<file path="src/sv/vfc_pkg.sv">
package vfc_pkg;

   // Neighbor coordinates run from -1 to 16, so they carry a sign bit.
   localparam int COORD_W = 6;
   localparam int FACE_COUNT = 6;
   localparam int QUEUE_DEPTH = 2;
   localparam int FLOOR_LAYERS = 8;
   localparam logic [15:0] FLOOR_ID = 16'd1;
   localparam logic [15:0] LIGHT_OUTSIDE = 16'hFFFF;

   // Face order: +z, +x, -z, -x, +y, -y.
   localparam logic signed [1:0] DIR_DX [FACE_COUNT] = '{2'sd0, 2'sd1, 2'sd0, -2'sd1, 2'sd0, 2'sd0};
   localparam logic signed [1:0] DIR_DY [FACE_COUNT] = '{2'sd0, 2'sd0, 2'sd0, 2'sd0, 2'sd1, -2'sd1};
   localparam logic signed [1:0] DIR_DZ [FACE_COUNT] = '{2'sd1, 2'sd0, -2'sd1, 2'sd0, 2'sd0, 2'sd0};

   typedef enum logic [1:0] {
      OP_WR_VOXEL = 2'd0,
      OP_WR_LIGHT = 2'd1,
      OP_RD_VOXEL = 2'd2,
      OP_QUERY    = 2'd3
   } op_type;

   typedef enum logic [1:0] {
      CSR_CHUNK_X = 2'd0,
      CSR_CHUNK_Y = 2'd1,
      CSR_CHUNK_Z = 2'd2
   } csr_index_type;

   typedef enum logic [2:0] {
      BK_CLEAR,
      BK_IDLE,
      BK_READ,
      BK_SCAN,
      BK_EMIT
   } bk_state_type;

   typedef struct packed {
      logic [1:0]  command;
      logic [3:0]  pos_x;
      logic [3:0]  pos_y;
      logic [3:0]  pos_z;
      logic [31:0] write_word;
   } req_type;

   typedef struct packed {
      logic [31:0]        read_word;
      logic               face_valid;
      logic [2:0]         face_dir;
      logic signed [15:0] world_x;
      logic signed [15:0] world_y;
      logic signed [15:0] world_z;
      logic [15:0]        block_id;
      logic [15:0]        neighbor_light;
      logic               last;
   } rsp_type;

   typedef struct packed {
      op_type      op;
      logic        in_grid;
      logic [3:0]  pos_x;
      logic [3:0]  pos_y;
      logic [3:0]  pos_z;
      logic [31:0] word;
   } item_type;

   typedef struct packed {
      logic signed [11:0] chunk_x;
      logic signed [11:0] chunk_y;
      logic signed [11:0] chunk_z;
   } cfg_type;

endpackage

</file>
<file path="src/sv/vfc_queue.sv">
module vfc_queue import vfc_pkg::*; (
   input  logic     clock,
   input  logic     reset,
   input  logic     push,
   input  item_type push_item,
   input  logic     pop,
   output item_type head,
   output logic     empty,
   output logic     full
);

   localparam int PTR_W = $clog2(QUEUE_DEPTH);
   localparam int CNT_W = PTR_W + 1;

   item_type           entry_ff [QUEUE_DEPTH];
   logic [PTR_W-1:0]   wr_ptr_ff;
   logic [PTR_W-1:0]   rd_ptr_ff;
   logic [CNT_W-1:0]   count_ff;
   logic [CNT_W-1:0]   count_in;

   assign head  = entry_ff[rd_ptr_ff];
   assign empty = (count_ff == '0);
   assign full  = (count_ff == CNT_W'(QUEUE_DEPTH));

   always_comb begin
      count_in = count_ff;
      if (push && !pop) begin
         count_in = count_ff + 1'b1;
      end else if (pop && !push) begin
         count_in = count_ff - 1'b1;
      end
   end

   always_ff @(posedge clock) begin
      if (reset) begin
         wr_ptr_ff <= '0;
         rd_ptr_ff <= '0;
         count_ff  <= '0;
      end else begin
         count_ff <= count_in;
         if (push) begin
            wr_ptr_ff <= wr_ptr_ff + 1'b1;
         end
         if (pop) begin
            rd_ptr_ff <= rd_ptr_ff + 1'b1;
         end
      end
   end

   always_ff @(posedge clock) begin
      if (push) begin
         entry_ff[wr_ptr_ff] <= push_item;
      end
   end

   a_no_overflow: assert property (@(posedge clock) disable iff (reset) push |-> !full)
      else $error("item pushed into a full queue");
   a_no_underflow: assert property (@(posedge clock) disable iff (reset) pop |-> !empty)
      else $error("item popped from an empty queue");
   a_count_grows: assert property (@(posedge clock) disable iff (reset)
      (push && !pop) |=> count_ff == CNT_W'($past(count_ff) + 1'b1))
      else $error("queue count did not follow a push");

endmodule

</file>
<file path="config.mk">
export PLATFORM = sky130hd
export DESIGN_NAME = vfc_queue
export DESIGN_NICKNAME = d
export VERILOG_FILES = /design/src/sv/vfc_pkg.sv /design/src/sv/vfc_queue.sv
export SDC_FILE = /design/constraint.sdc
export NUM_CORES = 1
export LEC_CHECK = 0
export ABC_AREA = 0
export BUFFER_PORTS_ARGS = -buffer_cell sky130_fd_sc_hd__clkbuf_2
export CORE_MARGIN = 10
export CORE_UTILIZATION = 40
export DETAILED_ROUTE_END_ITERATION = 10
export PLACE_DENSITY = 0.63
export SLEW_MARGIN = 10
export SYNTH_ARGS = -nofsm -noshare
export SYNTH_HDL_FRONTEND = slang
export SYNTH_SLANG_ARGS = --single-unit
</file>
<file path="constraint.sdc">
create_clock -name clock -period 3.07 [get_ports clock]
set_input_delay 0.614 -clock clock [delete_from_list [all_inputs] [get_ports clock]]
set_output_delay 0.614 -clock clock [all_outputs]
set_load 0.005 [all_outputs]
</file>
# Word level (Yosys, flattened, before mapping)

Memory sizes are Yosys's and may differ from the RTL's. A register that Yosys moved wholly into a read port is not among the register bits.
Cells that the tools add are included.

Bits in registers: 4
Memories: 1
Bits of input ports: 51
Logic and storage cells: 21
Output and inout bits: 49
Memory bits (writable): 94

Add/subtract/negate cells: 4
Equal/unequal tests: 1
Mux-type cells: 6
Reduce and logical (&&, ||, !) cells: 6

Memory list:

| name     | words | width | read ports | clocked after Yosys merged registers in | write ports | RTL line        | RTL |
|---|---|---|---|---|---|---|---|
| entry_ff | 2     | 47    | 1          | 1                                       | 1           | vfc_queue.sv:15 | `item_type entry_ff [QUEUE_DEPTH];` |

Operators by type and width:

| operator                                         | number |
|---|---|
| two-way mux 1 bit                                | 4 |
| two-way mux 2 bit                                | 2 |
| adder 1 bit, second input constant               | 2 |
| adder 2 x 1 -> 2 bit, second input constant      | 1 |
| equality test 2 bit, second input constant       | 1 |
| logical AND 1 bit                                | 2 |
| zero test 1 bit                                  | 2 |
| zero test 2 bit                                  | 1 |
| nonzero test 2 bit                               | 1 |
| subtractor 2 x 1 -> 2 bit, second input constant | 1 |

# Logic depth before layout (Yosys ltp)

Gate-level depths: netlist (run 1).

Depth after elaboration: 4
Depth in mapped cells: 5
Depth with buffers taken out: 5

# Least setup slack after synthesis (run 1)

No wires, ideal clock.

Path type: input-to-reg
From: in push
To: mem entry_ff[0][0] (netlist name) (enable)
Required time: 2.613 ns
Stages: 1
Buffers on the path: 0
Data arrival time: 2.702 ns
Setup slack: -0.090 ns
Path through: nor2b_1

Cells in the longest elaborated chain, start to end: 2

Ends and longest elaborated chain:

| item                                    | RTL line        | RTL |
|---|---|---|
| start: declaration                      | vfc_queue.sv:4  | `input logic push,` |
| two-way mux 1 bit                       | vfc_queue.sv:51 | `if (push) begin` |
| two-way mux 1 bit (not written as such) | vfc_queue.sv:52 | `entry_ff[wr_ptr_ff] <= push_item;` |
| end: declaration                        | vfc_queue.sv:15 |  |

Every way passes these cells.

==> flow_metrics.env, run 1 <==
export IMPL_regToRegStartpoint="wr_ptr_ff"
export IMPL_tritoncts="yes"
export IMPL_peakVddDrop_mv=0.319
export IMPL_clock_root_buffer="clkbuf_8"
export IMPL_layoutNonFillerInstCount=390
export IMPL_finalSetupTns_ns=0
export IMPL_syn_inst=168
export IMPL_setup_violations=0
export IMPL_cts_sink_count=99
export IMPL_yosys_top_cells_count="edfxtp_1, mux2_2, dfxtp_1, nor2_1, buf_6"
export IMPL_grt_overflow=0
export IMPL_postCtsSetupBuffers=0
export IMPL_status="complete, no violations"
export IMPL_synth_fa_ha_area_frac=0.00347
export IMPL_cpLargestDelayFamily="flip-flops"
export IMPL_drive_gt1_frac=0.596
export IMPL_grt_max_degree=33
export IMPL_die_area_sq_mm=0.0132
export IMPL_post_synth_top_count_cell="edfxtp_1"
export IMPL_antenna_found_initial=0
export IMPL_yosysWarnings=0
export IMPL_hold_buffers=0
export IMPL_firstDrtPassIters=4
export IMPL_clk_pin_slew_ns=0.10
export IMPL_wl_um=6920
export IMPL_final_core_util=0.512
export IMPL_die_height_um=115
export IMPL_synth_compound_area_share=0.00278
export IMPL_cp_num_buf_inv=2
export IMPL_nets=329
export IMPL_synth_distinct_cells=17
export IMPL_synth_simple_area_share=0.0128
export IMPL_r2r_end="entry_ff[1][21]"
export IMPL_ys_async_sr_fraction=0
export IMPL_ant_nets=0
export IMPL_clkLatencyLatePin_ns=0.35
export IMPL_ys_seq_area_frac=0.811
export IMPL_netlist_top_cells_area="edfxtp_1, mux2_2, dfxtp_1"
export IMPL_min_path_cells=1
export IMPL_r2r_cells=2
export IMPL_p_comb_frac=0.108
export IMPL_syn_area_sq_mm=0.00361
export IMPL_p_clk_frac=0.322
export IMPL_fmax_mhz=432
export IMPL_ios=100
export IMPL_cts_inserted_buffers=9
export IMPL_synth_top_family_by_area="multiplexers"
export IMPL_drv_cap=0
export IMPL_power_density_mw_per_mm2=625
export IMPL_worstPathMaxFanout=32
export IMPL_post_route_min_period_ns=2.32
export IMPL_setup_worst_path_start_class="flip-flop"
export IMPL_track_usage=0.106
export IMPL_n_antenna_cell=0
export IMPL_clk_path_buf_depth=2
export IMPL_slew_headroom=0.545
export IMPL_syn2layout_area_growth_pct=24.5
export IMPL_routedWlPerCell_um=17.8
export IMPL_viasPerCell=4.76
export IMPL_dp_hpwl_um=4890
export IMPL_leakagePower_nw=1.70
export IMPL_rows=34
export IMPL_timing_reg2reg_setup_slack_ns=1.52
export IMPL_synth_seq_cells=99
export IMPL_initial_core_util=0.411
export IMPL_p_switching_mw=0.591
export IMPL_synth_nets=220
export IMPL_finalHoldViolCount=0
export IMPL_postSynthAreaPerCell_sq_um=21.5
export IMPL_synth_edff_count=94
export IMPL_vias=1856
export IMPL_cts_resized=0
export IMPL_slew_violations=0
export IMPL_hp_start="push_item[35]"
export IMPL_synth_xor_area_frac=0.00972
export IMPL_slowest_stage="dfxtp_2"
export IMPL_muxShareOfSynthArea=0.147
export IMPL_critPathRequiredTime_ns=2.46
export IMPL_critPathMaxStageDelay_ns=0.59
export IMPL_place_inst=374
export IMPL_die_width_um=115
export IMPL_yosysTopAreaCellShare=0.783
export IMPL_grt_pass1_wl_um=10900
export IMPL_gp_congestion=0.696
export IMPL_drt_iter0_drc=77
export IMPL_fin_crit_sh=0.755
export IMPL_rsz0062_at_grt="false"
export IMPL_yosysTopAreaCell="edfxtp_1"
export IMPL_tightestPinTransition_ns=0.681
export IMPL_synth_flop_cell="edfxtp_1"
export IMPL_grt_pass1_vias=2174
export IMPL_cp_end_kind="output port"
export IMPL_critical_path_cell_chain="buf_12 -> mux2_2 -> clkbuf_2"
export IMPL_hold_end="entry_ff[0][35]"
export IMPL_critPathKind="reg -> out"
export IMPL_skew_ns=0.00773
export IMPL_portBuffers=99
export IMPL_switching_share=0.211
export IMPL_drc=0
export IMPL_coreArea_sq_mm=0.00876
export IMPL_htree_levels=3
export IMPL_critPathArrivalTime_ns=1.70
export IMPL_p_int_mw=2.21
export IMPL_hp_class="in -> reg"
export IMPL_seqPwrFrac=0.570
## logic make-up after synthesis
kind of cell | after synthesis
xor gates and xnor gates | 4
buffers and inverters | 6
adders and majority gates | 1
and+or+nand+nor | 9
muxes | 47
AOI/OAI and AO/OA | 2
DFF | 99
## cell type report
type | instances | area [sq um]
fillers | 759 | 4280
flip-flops and latches | 99 | 2920
multi-input cells | 63 | 642
repair buffers | 103 | 563
clock buffers | 12 | 145
well taps | 108 | 135
clock inverters | 4 | 75.1
inverters | 1 | 3.75
## worst max path at each step
stage / slack, ns / to / startpoint / cells past startpoint
floorplan: 0.79 / entry_ff[0][0] / push / 1
global placement: 1.10 / head[34] / flip-flop / 3
detailed placement: 1.09 / entry_ff[0][2] / push / 3
CTS: 0.70 / head[7] / flip-flop / 3
global route: 0.65 / head[7] / flip-flop / 3
finish: 0.75 / head[34] / flip-flop / 3
## state kept, by name, summed over array words and instances (netlist names), named ones only
register	flops
entry_ff	94
count_ff	2
rd_ptr_ff	1
wr_ptr_ff	1
## cells in the final DEF, fill, tap and decap left out, drive strengths merged
cell	n
edfxtp	94
clkinvlp	2
inv	1
bufinv	2
dfxtp	5
a21oi	1
nor2b	1
o21ai	1
xor2	2
ha	1
and2b	1
buf	4
or3	1
clkbuf	111
xnor2	2
mux2	47
and2	1
nor2	5
## power groups by stage
stage / registers [mW] / clock network, mW / logic [mW]
final: 1.60 / 0.903 / 0.303
after detailed placement: 1.63 / 0 / 0.314
after global routing: 1.61 / 0.982 / 0.339
after global placement: 1.63 / 0 / 0.310
after CTS: 1.60 / 0.929 / 0.316
after floorplan: 1.62 / 0 / 0.166
## per-stage QoR
step           hold slack (ns)  total power, mW  area [sq um]  worst slack, ns
2_1_floorplan            0.461             1.78          3610            0.787
3_3_place_gp             0.492             1.94          4270             1.10
3_5_place_dp             0.509             1.95          4270             1.09
4_1_cts                  0.432             2.85          4490            0.703
5_1_grt                  0.426             2.93          4490            0.649
6_report                 0.447             2.81          4490            0.753
## metal layers
layer  global-route usage  part of all wire
met1                0.113              0.39
met5                    0                 0
met3               0.0547             0.090
met2                0.181              0.50
met4               0.0272             0.013
No activity file was read; power rests on OpenSTA's default activity.
==> inputs of run 2 (changes only) <==
- ABC_AREA: 0 -> 1
- PLACE_DENSITY: 0.63 -> 0.6
- clock period: 3.07 -> 2.22 ns (I/O delays scaled with it)
==> flow_metrics.env, run 2 <==
export IMPL_tightestPinTransition_ns=0.443
export IMPL_vias=1872
export IMPL_clkLatencyLatePin_ns=0.35
export IMPL_drc=0
export IMPL_post_synth_top_count_cell="edfxtp_1"
export IMPL_setup_violations=0
export IMPL_hp_class="in -> reg"
export IMPL_synth_flop_cell="edfxtp_1"
export IMPL_critPathArrivalTime_ns=1.50
export IMPL_ys_async_sr_fraction=0
export IMPL_cts_sink_count=99
export IMPL_drt_iter0_drc=32
export IMPL_setup_worst_path_start_class="flip-flop"
export IMPL_grt_pass1_vias=2044
export IMPL_status="complete, no violations"
export IMPL_synth_seq_cells=99
export IMPL_clk_path_buf_depth=2
export IMPL_antenna_found_initial=0
export IMPL_netlist_top_cells_area="edfxtp_1, mux2_4, mux2_2"
export IMPL_viasPerCell=4.62
export IMPL_die_width_um=117
export IMPL_regMostFlops="entry_ff"
export IMPL_syn_inst=179
export IMPL_slew_headroom=0.705
export IMPL_gp_congestion=0.648
export IMPL_routedWlPerCell_um=16.5
export IMPL_rsz0062_at_grt="false"
export IMPL_rows=35
export IMPL_die_area_sq_mm=0.0136
export IMPL_clock_root_buffer="clkbuf_8"
export IMPL_wl_um=6680
export IMPL_postCtsSetupBuffers=0
export IMPL_critPathKind="reg -> out"
export IMPL_synth_distinct_cells=16
export IMPL_syn_area_sq_mm=0.00374
export IMPL_seq_area_sq_mm=0.00292
export IMPL_postSynthAreaPerCell_sq_um=20.9
export IMPL_skew_ns=0.00530
export IMPL_htree_levels=3
export IMPL_yosysTopAreaCellShare=0.755
export IMPL_finalPower_mw=3.70
export IMPL_final_common_cell="clkbuf_2"
export IMPL_yosysWarnings=0
export IMPL_synth_edff_count=94
export IMPL_grt_max_degree=32
export IMPL_clk_pin_slew_ns=0.09
export IMPL_slew_violations=0
export IMPL_drive_gt1_frac=0.571
export IMPL_multiInputGateArea_sq_um=742
export IMPL_cts_inserted_buffers=9
export IMPL_cts_resized=0
export IMPL_worstPathMaxFanout=16
export IMPL_n_antenna_cell=0
export IMPL_grt_pass1_wl_um=10400
export IMPL_largest_register_ffs=94
export IMPL_ys_seq_area_frac=0.781
export IMPL_initial_core_util=0.409
export IMPL_final_fill_count=784
export IMPL_critPathRequiredTime_ns=1.78
export IMPL_firstDrtPassIters=4
export IMPL_nets=342
export IMPL_ios=100
export IMPL_yosys_top_cells_count="edfxtp_1, mux2_4, mux2_2"
export IMPL_final_core_util=0.500
export IMPL_drv_cap=0
export IMPL_die_height_um=117
export IMPL_tritoncts="yes"
export IMPL_mostFrequentLayoutCells="clkbuf_2, edfxtp_1, mux2_4"
export IMPL_synth_nets=231
export IMPL_fin_crit_sh=0.875
export IMPL_finalHoldViolCount=0
export IMPL_leakagePower_nw=1.83
export IMPL_reg_largest_list="entry_ff (94), count_ff (2)"
export IMPL_yosysTopAreaCell="edfxtp_1"
export IMPL_post_route_min_period_ns=1.94
export IMPL_fmax_mhz=515
export IMPL_hold_buffers=0
export IMPL_dp_hpwl_um=4740
export IMPL_ant_nets=0
export IMPL_coreArea_sq_mm=0.00915
export IMPL_track_usage=0.102
export IMPL_peakVddDrop_mv=0.376
export IMPL_syn2layout_area_growth_pct=22.3
export IMPL_finalSetupTns_ns=0
export IMPL_cp_end_kind="output port"
export IMPL_power_density_mw_per_mm2=808
export IMPL_portBuffers=99
export IMPL_grt_overflow=0
==> run 2: cell count changes after synthesis, moves of 2 or more <==
cell     previous run  this run
inv_1               1         9
xor2_1              2         0
nand2_1             0         5
nor2_1              5         7
mux2_4              0        30
mux2_2             47        17
==> run 2: layout make-up <==
class,instances,share of cell area
multi-input cells,66,0.162
well taps,111,0.0304
clock buffers,11,0.0287
clock inverters,4,0.0115
repair buffers,105,0.121
inverters,9,0.00738
flip-flops and latches,99,0.639
==> run 2: kinds of logic after synthesis <==
logic type	share of synthesized area
flops	0.781
mux	0.172
xor+xnor	0.00234
fa+ha+maj	0.00334
simple gates	0.0164
compound gates	0.00267
buf+inv	0.0224
==> run 2: worst max-delay path: stages (launching register included) <==
cell and delay [ns]:
dfxtp_2 0.36, buf_4 0.29, mux2_2 0.38, clkbuf_2 0.11
==> run 2: path summary, 6_finish.rpt <==
kind              slack, ns  cells after the start         endpoint          start
hold / removal         0.27                      1  entry_ff[0][13]  push_item[13]
hold reg to reg        0.53                      2        rd_ptr_ff      rd_ptr_ff
setup / recovery       0.28                      3         head[31]      flip-flop
setup reg to reg       0.94                      3  entry_ff[1][18]      wr_ptr_ff
==> run 2: where the power goes <==
part           internal (mW)  total (mW)  switching (mW)  leakage, nW
Sequential              2.16        2.18          0.0272        0.924
Clock                  0.515        1.08           0.561       0.0816
Combinational          0.239       0.441           0.202        0.820
Total                   2.91        3.70           0.790         1.83
==> run 2: through the flow <==
stage	setup WS [ns]	instances	cell area, sq um	hold WS [ns]
2_1_floorplan	0.117	179	3740	0.480
3_3_place_gp	0.674	390	4390	0.498
3_5_place_dp	0.644	390	4390	0.510
4_1_cts	0.240	405	4580	0.252
5_1_grt	0.195	405	4580	0.247
6_report	0.278	405	4580	0.274
==> run 2: per-layer routing <==
metal | wire (um) | global-route usage | vias to the layer above
met5 | 0 | 0 | -
met4 | 97 | 0.0470 | 0
met3 | 689 | 0.0550 | 10
met2 | 3350 | 0.169 | 63
met1 | 2550 | 0.103 | 896
li1 | - | - | 903
